`src/hdl/msf_pkg.sv`:
```
// Package: shared types and constants of the mean-shift window filter.
`timescale 1ns / 1ps
package msf_pkg;

  localparam int unsigned PIX_W     = 8;
  localparam int unsigned QUOT_BITS = 8;
  localparam int unsigned BIT_IDX_W = 3;
  localparam int unsigned APB_W     = 32;
  localparam int unsigned PADDR_W   = 3;

  // Register indexes on the configuration port
  localparam logic REG_DISTANCE_LIMIT = 1'b0;
  localparam logic REG_ROUND_COUNT    = 1'b1;

  localparam logic [7:0] DISTANCE_LIMIT_RST = 8'd20;
  localparam logic [5:0] ROUND_COUNT_RST    = 6'd20;

  typedef struct packed {
    logic [7:0] blue_sample;
    logic [7:0] green_sample;
    logic [7:0] red_sample;
    logic       is_center;
    logic       last_sample;
  } pixel_t;

  typedef struct packed {
    logic [7:0] blue_result;
    logic [7:0] green_result;
    logic [7:0] red_result;
  } result_t;

  // Control word from the sequencer to each channel lane
  typedef struct packed {
    logic                 seed;
    logic                 clear;
    logic                 accum;
    logic                 div_en;
    logic                 div_last;
    logic [BIT_IDX_W-1:0] div_bit;
  } lane_ctl_t;

endpackage

```
`src/hdl/msf_store.sv`:
```
// Window sample memory: one write port, one registered read port.
`timescale 1ns / 1ps
module msf_store #(
  parameter int unsigned DEPTH  = 128,
  parameter int unsigned ADDR_W = 7,
  parameter int unsigned DATA_W = 24
) (
  input  logic              clk,
  input  logic              wr_en,
  input  logic [ADDR_W-1:0] wr_addr,
  input  logic [DATA_W-1:0] wr_data,
  input  logic              rd_en,
  input  logic [ADDR_W-1:0] rd_addr,
  output logic [DATA_W-1:0] rd_data
);

  logic [DATA_W-1:0] mem [DEPTH];

  always_ff @(posedge clk) begin
    if (wr_en) begin
      mem[wr_addr] <= wr_data;
    end
    if (rd_en) begin
      rd_data <= mem[rd_addr];
    end
  end

endmodule

```
`src/hdl/msf_lane.sv`:
```
// Channel lane: range match, sum and count, bit-serial average, current value.
`timescale 1ns / 1ps
module msf_lane #(
  parameter int unsigned CNT_W = 8,
  parameter int unsigned SUM_W = 16
) (
  input  logic                clk,
  input  logic                rst,
  input  msf_pkg::lane_ctl_t  ctl,
  input  logic [7:0]          in_sample,
  input  logic [7:0]          mem_sample,
  input  logic [7:0]          limit,
  output logic [7:0]          cur
);
  import msf_pkg::*;

  logic [SUM_W-1:0]           sum;
  logic [CNT_W-1:0]           cnt;
  logic [QUOT_BITS-1:0]       quot;
  logic [7:0]                 diff;
  logic                       hit;
  logic [SUM_W+QUOT_BITS-1:0] shifted;
  logic                       fits;
  logic [QUOT_BITS-1:0]       quot_next;

  always_comb begin
    diff      = (mem_sample >= cur) ? (mem_sample - cur) : (cur - mem_sample);
    hit       = (diff <= limit);
    shifted   = (SUM_W + QUOT_BITS)'(cnt) << ctl.div_bit;
    fits      = ({{QUOT_BITS{1'b0}}, sum} >= shifted);
    quot_next = {quot[QUOT_BITS-2:0], fits};
  end

  always_ff @(posedge clk) begin
    if (rst) begin
      cur <= '0;
    end else if (ctl.seed) begin
      cur <= in_sample;
    end else if (ctl.div_en && ctl.div_last && (cnt != '0)) begin
      cur <= quot_next;
    end
  end

  always_ff @(posedge clk) begin
    if (ctl.clear) begin
      sum  <= '0;
      cnt  <= '0;
      quot <= '0;
    end else if (ctl.accum) begin
      if (hit) begin
        sum <= sum + SUM_W'(mem_sample);
        cnt <= cnt + CNT_W'(1);
      end
    end else if (ctl.div_en) begin
      // restoring step: subtract the shifted count when it fits
      if (fits) begin
        sum <= sum - SUM_W'(shifted);
      end
      quot <= quot_next;
    end
  end

endmodule

```
`src/hdl/msf_merge.sv`:
```
// Merge stage: gather the three lane values into one result word.
`timescale 1ns / 1ps
module msf_merge (
  input  logic              clk,
  input  logic              rst,
  input  logic              emit,
  input  logic [7:0]        blue_value,
  input  logic [7:0]        green_value,
  input  logic [7:0]        red_value,
  output msf_pkg::result_t  result,
  output logic              result_valid
);
  import msf_pkg::*;

  always_ff @(posedge clk) begin
    if (rst) begin
      result_valid <= 1'b0;
    end else begin
      result_valid <= emit;
    end
  end

  always_ff @(posedge clk) begin
    if (emit) begin
      result.blue_result  <= blue_value;
      result.green_result <= green_value;
      result.red_result   <= red_value;
    end
  end

endmodule

```
`src/hdl/meanshift_range_filter_window_top.sv`:
```
// Top level: mean-shift range filter over one window of BGR pixels.
// A pixel without the last mark is loaded while busy stays low.
// After the last pixel, each round walks the N stored samples through the registered memory
// read, drains, then runs a bit-serial divide from the top quotient bit down, and the
// result word shows for one cycle as busy falls.
// Throughput is set by the single read port of the window memory walked once per round.
// Reset (rst, synchronous) empties the window, zeroes the lane values, loads limit 20, rounds 20.
`timescale 1ns / 1ps
module meanshift_range_filter_window_top #(
  parameter int unsigned MAX_SAMPLES = 128
) (
  input  logic                          clk,
  input  logic                          rst,
  input  logic                          start,
  output logic                          busy,
  input  msf_pkg::pixel_t               pixel,
  output msf_pkg::result_t              result,
  output logic                          result_valid,
  input  logic                          psel,
  input  logic                          penable,
  input  logic                          pwrite,
  input  logic [msf_pkg::PADDR_W-1:0]   paddr,
  input  logic [msf_pkg::APB_W-1:0]     pwdata,
  output logic [msf_pkg::APB_W-1:0]     prdata,
  output logic                          pready
);
  import msf_pkg::*;

  localparam int unsigned CNT_W  = $clog2(MAX_SAMPLES + 1);
  localparam int unsigned ADDR_W = (MAX_SAMPLES > 1) ? $clog2(MAX_SAMPLES) : 1;
  localparam int unsigned SUM_W  = CNT_W + PIX_W;

  typedef enum logic [2:0] {
    S_IDLE,
    S_SCAN,
    S_DRAIN,
    S_DIV,
    S_DONE
  } state_t;

  state_t               state;
  logic [CNT_W-1:0]     stored_count;
  logic [ADDR_W-1:0]    rd_addr;
  logic                 rd_valid;
  logic [5:0]           round_idx;
  logic [BIT_IDX_W-1:0] div_bit;
  logic [7:0]           distance_limit;
  logic [5:0]           round_count;

  logic                 accept;
  logic                 store_wr;
  logic                 scan_end;
  logic                 cfg_wr;
  logic                 rd_en;
  logic [23:0]          rd_word;
  lane_ctl_t            ctl;
  logic [7:0]           blue_value;
  logic [7:0]           green_value;
  logic [7:0]           red_value;

  // Handshake: take a pixel word on start whenever the sequencer is idle
  assign busy     = (state != S_IDLE);
  assign accept   = start && !busy;
  // Drop pixels past the store depth; their marks still act
  assign store_wr = accept && (stored_count < CNT_W'(MAX_SAMPLES));
  assign scan_end = (CNT_W'(rd_addr) == (stored_count - CNT_W'(1)));
  assign rd_en    = (state == S_SCAN);

  // Configuration port: zero-wait APB, register index on paddr[2]
  assign pready = 1'b1;
  assign cfg_wr = psel && penable && pwrite && pready;

  always_comb begin
    unique case (paddr[2])
      REG_DISTANCE_LIMIT: prdata = APB_W'(distance_limit);
      REG_ROUND_COUNT:    prdata = APB_W'(round_count);
      default:            prdata = '0;
    endcase
  end

  always_ff @(posedge clk) begin
    if (rst) begin
      distance_limit <= DISTANCE_LIMIT_RST;
      round_count    <= ROUND_COUNT_RST;
    end else if (cfg_wr) begin
      unique case (paddr[2])
        REG_DISTANCE_LIMIT: distance_limit <= pwdata[7:0];
        REG_ROUND_COUNT:    round_count    <= pwdata[5:0];
        default:            ;
      endcase
    end
  end

  // Lane control: clear on the first scan cycle, accumulate behind the
  // registered read, step the divider from the top quotient bit down
  always_comb begin
    ctl.seed     = accept && pixel.is_center;
    ctl.clear    = (state == S_SCAN) && (rd_addr == '0);
    ctl.accum    = rd_valid;
    ctl.div_en   = (state == S_DIV);
    ctl.div_last = (div_bit == '0);
    ctl.div_bit  = div_bit;
  end

  // Sequencer: load window, then per round scan, drain, divide, then emit the result
  always_ff @(posedge clk) begin
    if (rst) begin
      state        <= S_IDLE;
      stored_count <= '0;
      rd_addr      <= '0;
      rd_valid     <= 1'b0;
      round_idx    <= '0;
      div_bit      <= '0;
    end else begin
      rd_valid <= rd_en;
      unique case (state)
        S_IDLE: begin
          if (accept) begin
            if (store_wr) begin
              stored_count <= stored_count + CNT_W'(1);
            end
            if (pixel.last_sample) begin
              rd_addr   <= '0;
              round_idx <= '0;
              state     <= (round_count == '0) ? S_DONE : S_SCAN;
            end
          end
        end
        S_SCAN: begin
          if (scan_end) begin
            state <= S_DRAIN;
          end else begin
            rd_addr <= rd_addr + ADDR_W'(1);
          end
        end
        S_DRAIN: begin
          div_bit <= BIT_IDX_W'(QUOT_BITS - 1);
          state   <= S_DIV;
        end
        S_DIV: begin
          if (div_bit == '0) begin
            rd_addr   <= '0;
            round_idx <= round_idx + 6'd1;
            state     <= ((round_idx + 6'd1) == round_count) ? S_DONE : S_SCAN;
          end else begin
            div_bit <= div_bit - BIT_IDX_W'(1);
          end
        end
        S_DONE: begin
          // empty the window for the next one
          stored_count <= '0;
          state        <= S_IDLE;
        end
        default: state <= S_IDLE;
      endcase
    end
  end

  msf_store #(
    .DEPTH  (MAX_SAMPLES),
    .ADDR_W (ADDR_W),
    .DATA_W (24)
  ) u_store (
    .clk     (clk),
    .wr_en   (store_wr),
    .wr_addr (stored_count[ADDR_W-1:0]),
    .wr_data ({pixel.red_sample, pixel.green_sample, pixel.blue_sample}),
    .rd_en   (rd_en),
    .rd_addr (rd_addr),
    .rd_data (rd_word)
  );

  msf_lane #(.CNT_W(CNT_W), .SUM_W(SUM_W)) u_lane_blue (
    .clk        (clk),
    .rst        (rst),
    .ctl        (ctl),
    .in_sample  (pixel.blue_sample),
    .mem_sample (rd_word[7:0]),
    .limit      (distance_limit),
    .cur        (blue_value)
  );

  msf_lane #(.CNT_W(CNT_W), .SUM_W(SUM_W)) u_lane_green (
    .clk        (clk),
    .rst        (rst),
    .ctl        (ctl),
    .in_sample  (pixel.green_sample),
    .mem_sample (rd_word[15:8]),
    .limit      (distance_limit),
    .cur        (green_value)
  );

  msf_lane #(.CNT_W(CNT_W), .SUM_W(SUM_W)) u_lane_red (
    .clk        (clk),
    .rst        (rst),
    .ctl        (ctl),
    .in_sample  (pixel.red_sample),
    .mem_sample (rd_word[23:16]),
    .limit      (distance_limit),
    .cur        (red_value)
  );

  msf_merge u_merge (
    .clk          (clk),
    .rst          (rst),
    .emit         (state == S_DONE),
    .blue_value   (blue_value),
    .green_value  (green_value),
    .red_value    (red_value),
    .result       (result),
    .result_valid (result_valid)
  );

endmodule

```
`config.mk`:
```
export PLATFORM = sky130hd
export DESIGN_NAME = meanshift_range_filter_window_top
export DESIGN_NICKNAME = d
export VERILOG_FILES = /design/src/hdl/msf_pkg.sv /design/src/hdl/msf_store.sv /design/src/hdl/msf_lane.sv /design/src/hdl/msf_merge.sv /design/src/hdl/meanshift_range_filter_window_top.sv
export SDC_FILE = /design/constraint.sdc
export NUM_CORES = 2
export LEC_CHECK = 0
export BUFFER_PORTS_ARGS = -buffer_cell sky130_fd_sc_hd__buf_2
export CORE_MARGIN = 5
export CORE_UTILIZATION = 52
export CTS_BUF_LIST = sky130_fd_sc_hd__clkbuf_4 sky130_fd_sc_hd__clkbuf_8
export CTS_CLUSTER_DIAMETER = 120
export DETAILED_ROUTE_END_ITERATION = 16
export PLACE_DENSITY = 0.68
export SYNTH_ARGS = -nofsm -noshare
export SYNTH_HDL_FRONTEND = slang
export SYNTH_HIERARCHICAL = 1
export SYNTH_SLANG_ARGS = --single-unit
```
`constraint.sdc`:
```
create_clock -name clk -period 9.6 [get_ports clk]
set_input_delay 2.4 -clock clk [delete_from_list [all_inputs] [get_ports clk]]
set_output_delay 2.4 -clock clk [all_outputs]
set_load 0.01 [all_outputs]
```
==> qor.csv <==
metric,value,unit
Clock Tree Buf Depth,4,
largest family of logic cells by synthesized area,multiplexers,
first-pass GRT wire length,468800,um
"FFs w/ async S/R, synth",0,
first drt pass iteration count,6,
worst hold path class,flip-flop to flip-flop,
CTS Hold Buffers Added,0,
die area,267200,um2
RSZ-0062 raised after global routing,false,
grt ovf,0,
Hold Startpoint,u_lane_green/cur[7],
# clock sinks,3280,
"Max FO, Critical Path",18,
Setup crit end kind,flip-flop,
worst hold margin,0.4376,ns
placer congestion estimate,0.8243,
Sequential Power Share,0.528,
Compound-Gate Fraction of Synth Area,0.02186,
Worst VDD drop,114.9,uV
CTS resizes,0,
die height,516.9,um
Hold Crit Depth,0,
post-CTS setup buffers,0,
WP data required,10.44,ns
CP bufs+invs,2,
vias post-DR,67350,
Startpoint Class,flip-flop,
pwr/cell area,202.3,nW/um2
area growth from synthesis to layout,11.31,%
post-synthesis simple-gate area fraction,0.02961,
Port Buffers,74,
Clk pwr share,0.384,
worst-margin pin slew,1.237,ns
NetSw,6.922,mW
"Reg clk slew, reported paths",0.06,ns
CTS tree,yes,
dominant synthesized flop cell,edfxtp_1,
Synth Instances,6529,
WL final,325500,um
# rows,186,
nets,7216,
switch share,0.2301,
dpl hpwl,182600,um
Synth area leaders,"edfxtp_1, mux4_2, dfxtp_1",
"setup slack, reg-to-reg",3.89,ns
Pwr Total,30.08,mW
mux cell area share after synthesis,0.1811,
cell family with most CP delay,simple AND/OR/NAND/NOR gates,
reg2reg start,u_store/rd_data[8],
"Clk Latency, worst-skew pair",1.02,ns
"count leader, synth",edfxtp_1,
final std cells w/o fill,10720,
Sequential Area,96920,um2
DR WL/cell,30.37,um
largest net degree at the start of global routing,143,
Synth cell types,103,
register area share after synthesis,0.7252,
critical path class,flip-flop to flip-flop,
worst r2r dst,u_lane_green/sum[2],
total CTS buffers,530,
CP cell instances,inv_1 > ha_1 > inv_1 > fa_1 > a21o_1 > a21oi_1 > a31oi_1 > or2_1 > o221ai_1 > a221o_1 > a21oi_1 > xnor2_1 > ha_1 > a21oi_1 > nor2b_1 > o21ai_0 > nor4bb_1 > nor2_1 > nor2b_2 > mux2i_1 > nor2_1,
"slowest stage delay, CP",1.08,ns
crit path time final,5.715,ns
status,"finished, final reports clean",
Detailed Route Iter0 Violations,8104,
Hold Crit Endpoint,u_merge/result[15],
Adder-Cell Fraction of Synth Area,0.01774,
remaining antenna violation count,0,
crit-path most repeated cell,a21oi_1,
H-tree Lvls,6,
Int Power,23.16,mW
final max-slew violation count,0,
Syn Area/Cell,20.46,um2
Tcrit/Tclk final,0.5953,
CTS Root Cell,clkbuf_8,
R2R cell count,21,
Core Footprint,256200,um2
# Max-Cap Violations,0,
CP arrival,6.55,ns
Yosys reg bits,3280,
Initial Utilization,0.5215,
Placed Cells,9817,
slowest stage cell on the critical path,nor2b_2,
drt via density,6.282,
"top cells by count, synth","edfxtp_1, mux4_2, nor2_1",
Worst Skew,0.05577,ns
antenna violations before repair,31,
setup TNS,0,ns
drt drc,0,
number of flops mapped to enable cells by yosys,3120,
vias in the first global route,67330,
Filler cells,18320,
# IOs,126,
"area leader, netlist",edfxtp_1,
"Hold Violations, Final",0,
"Cell Area, Synth",133600,um2
endpoints failing setup,0,
die width,516.9,um
post-synth top area share,0.7012,
Fmax,175.0,MHz
share of post-route cells with drive strength above 1,0.3119,
multi-input logic area,35230,um2
Logic pwr share,0.088,
LEAKAGE,46.62,nW
YS warnings,6,
slew margin rel.,0.1713,
area share of xor/xnor cells in the synthesized design,0.008765,
GRT Overall Usage,0.2437,
sequential cells by signal, indices dropped and copies added (netlist names), 16 cells and up:
| name | cells |
|---|---|
| u_store/mem | 3072 |
| u_merge/result | 24 |
| u_store/rd_data | 24 |
| u_lane_blue/sum | 16 |
| u_lane_green/sum | 16 |
| u_lane_red/sum | 16 |
worst max path at each step:
| stage | start | to | slack, ns | cells after the start |
|---|---|---|---|---|
| 2_1_floorplan | paddr[2] | prdata[0] | 4.11 | 2 |
| 3_3_place_gp | u_store/rd_data[8] | u_lane_green/sum[0] | 4.02 | 21 |
| 3_5_place_dp | u_store/rd_data[8] | u_lane_green/sum[2] | 3.95 | 21 |
| 4_1_cts | u_store/rd_data[8] | u_lane_green/sum[2] | 3.92 | 21 |
| 5_1_grt | u_store/rd_data[8] | u_lane_green/sum[2] | 3.49 | 20 |
| 6_report | u_store/rd_data[8] | u_lane_green/sum[2] | 3.89 | 21 |
placed cells by master, fill, tap and decap left out, types with 17 or more instances in the layout:
cell type and instances:
conb_1 25, a21o_1 34, buf_4 178, clkbuf_8 543, mux2_2 46, nor2_1 252, nand2_1 176, o21ai_1 21
clkinv_1 95, a21oi_1 172, a211oi_1 21, clkinv_2 28, nand3_1 54, dfxtp_1 150, mux4_2 1014, nand4_1 30
nor2b_1 43, clkbuf_4 185, nand2b_1 23, xor2_1 59, xnor2_1 71, nor3_1 39, clkinvlp_4 17, nor2_2 87
edfxtp_1 3120, o21ai_0 67, mux2i_1 75, buf_2 50, nor2_4 33, ha_1 175, a31oi_1 22, inv_1 121
per-stage QoR:
| stage | utilization | instance area [um2] | setup WS, ns |
|---|---|---|---|
| 6_report | 0.5804 | 148700 | 3.885 |
| 5_1_grt | 0.5803 | 148700 | 3.490 |
| 4_1_cts | 0.5803 | 148700 | 3.916 |
| 3_5_place_dp | 0.5414 | 138700 | 3.947 |
| 3_3_place_gp | 0.5414 | 138700 | 4.018 |
| 2_1_floorplan | - | 133700 | 4.112 |
worst reg2reg max path: stages, from the launching register on:
cell and delay (ns):
edfxtp_1 0.44, inv_1 0.09, ha_1 0.14, inv_1 0.05
fa_1 0.38, a21o_1 0.17, a21oi_1 0.19, a31oi_1 0.16
or2_1 0.43, o221ai_1 0.39, a221o_1 0.22, a21oi_1 0.08
xnor2_1 0.14, ha_1 0.31, a21oi_1 0.07, nor2b_1 0.10
o21ai_0 0.07, nor4bb_1 0.14, nor2_1 0.52, nor2b_2 1.08
mux2i_1 0.30, nor2_1 0.06
layer usage:
metal  up-vias  track usage  routed length [um]
met4        14      0.07275                9420
met5         -            0                 100
met2      3383       0.3829              155000
met1     35590       0.3480              127300
li1      27830            -                   -
met3       527      0.05391               33710
cell families (layout without fill, tap and decap cells):
kind of cell | after synthesis | after routing
compound gates | 454 | 454
simple gates | 850 | 850
other cells | 2 | 35
fa+ha+maj | 184 | 184
flops | 3280 | 3280
xor+xnor | 132 | 132
mux | 1142 | 1142
buf+inv | 485 | 1260
area by class of cell:
cell class,count,share of cell area
timing repair buffer,243,0.01269
clock buffer,728,0.05959
clock inverter,166,0.007420
sequential,3280,0.6517
multi-input combinational,2787,0.2369
antenna,10,0.0001683
inverter,123,0.003104
tap,3384,0.02847
power groups by stage:
stage | Combinational, mW | Sequential (mW) | Clock (mW)
6_report | 2.65 | 15.9 | 11.5
3_3_place_gp | 2.60 | 16.2 | 0
4_1_cts | 2.67 | 15.9 | 11.8
5_1_grt | 2.91 | 15.9 | 12.5
3_5_place_dp | 2.65 | 16.2 | 0
2_1_floorplan | 1.89 | 16.1 | 0
No activity file was read; power rests on OpenSTA's default activity.
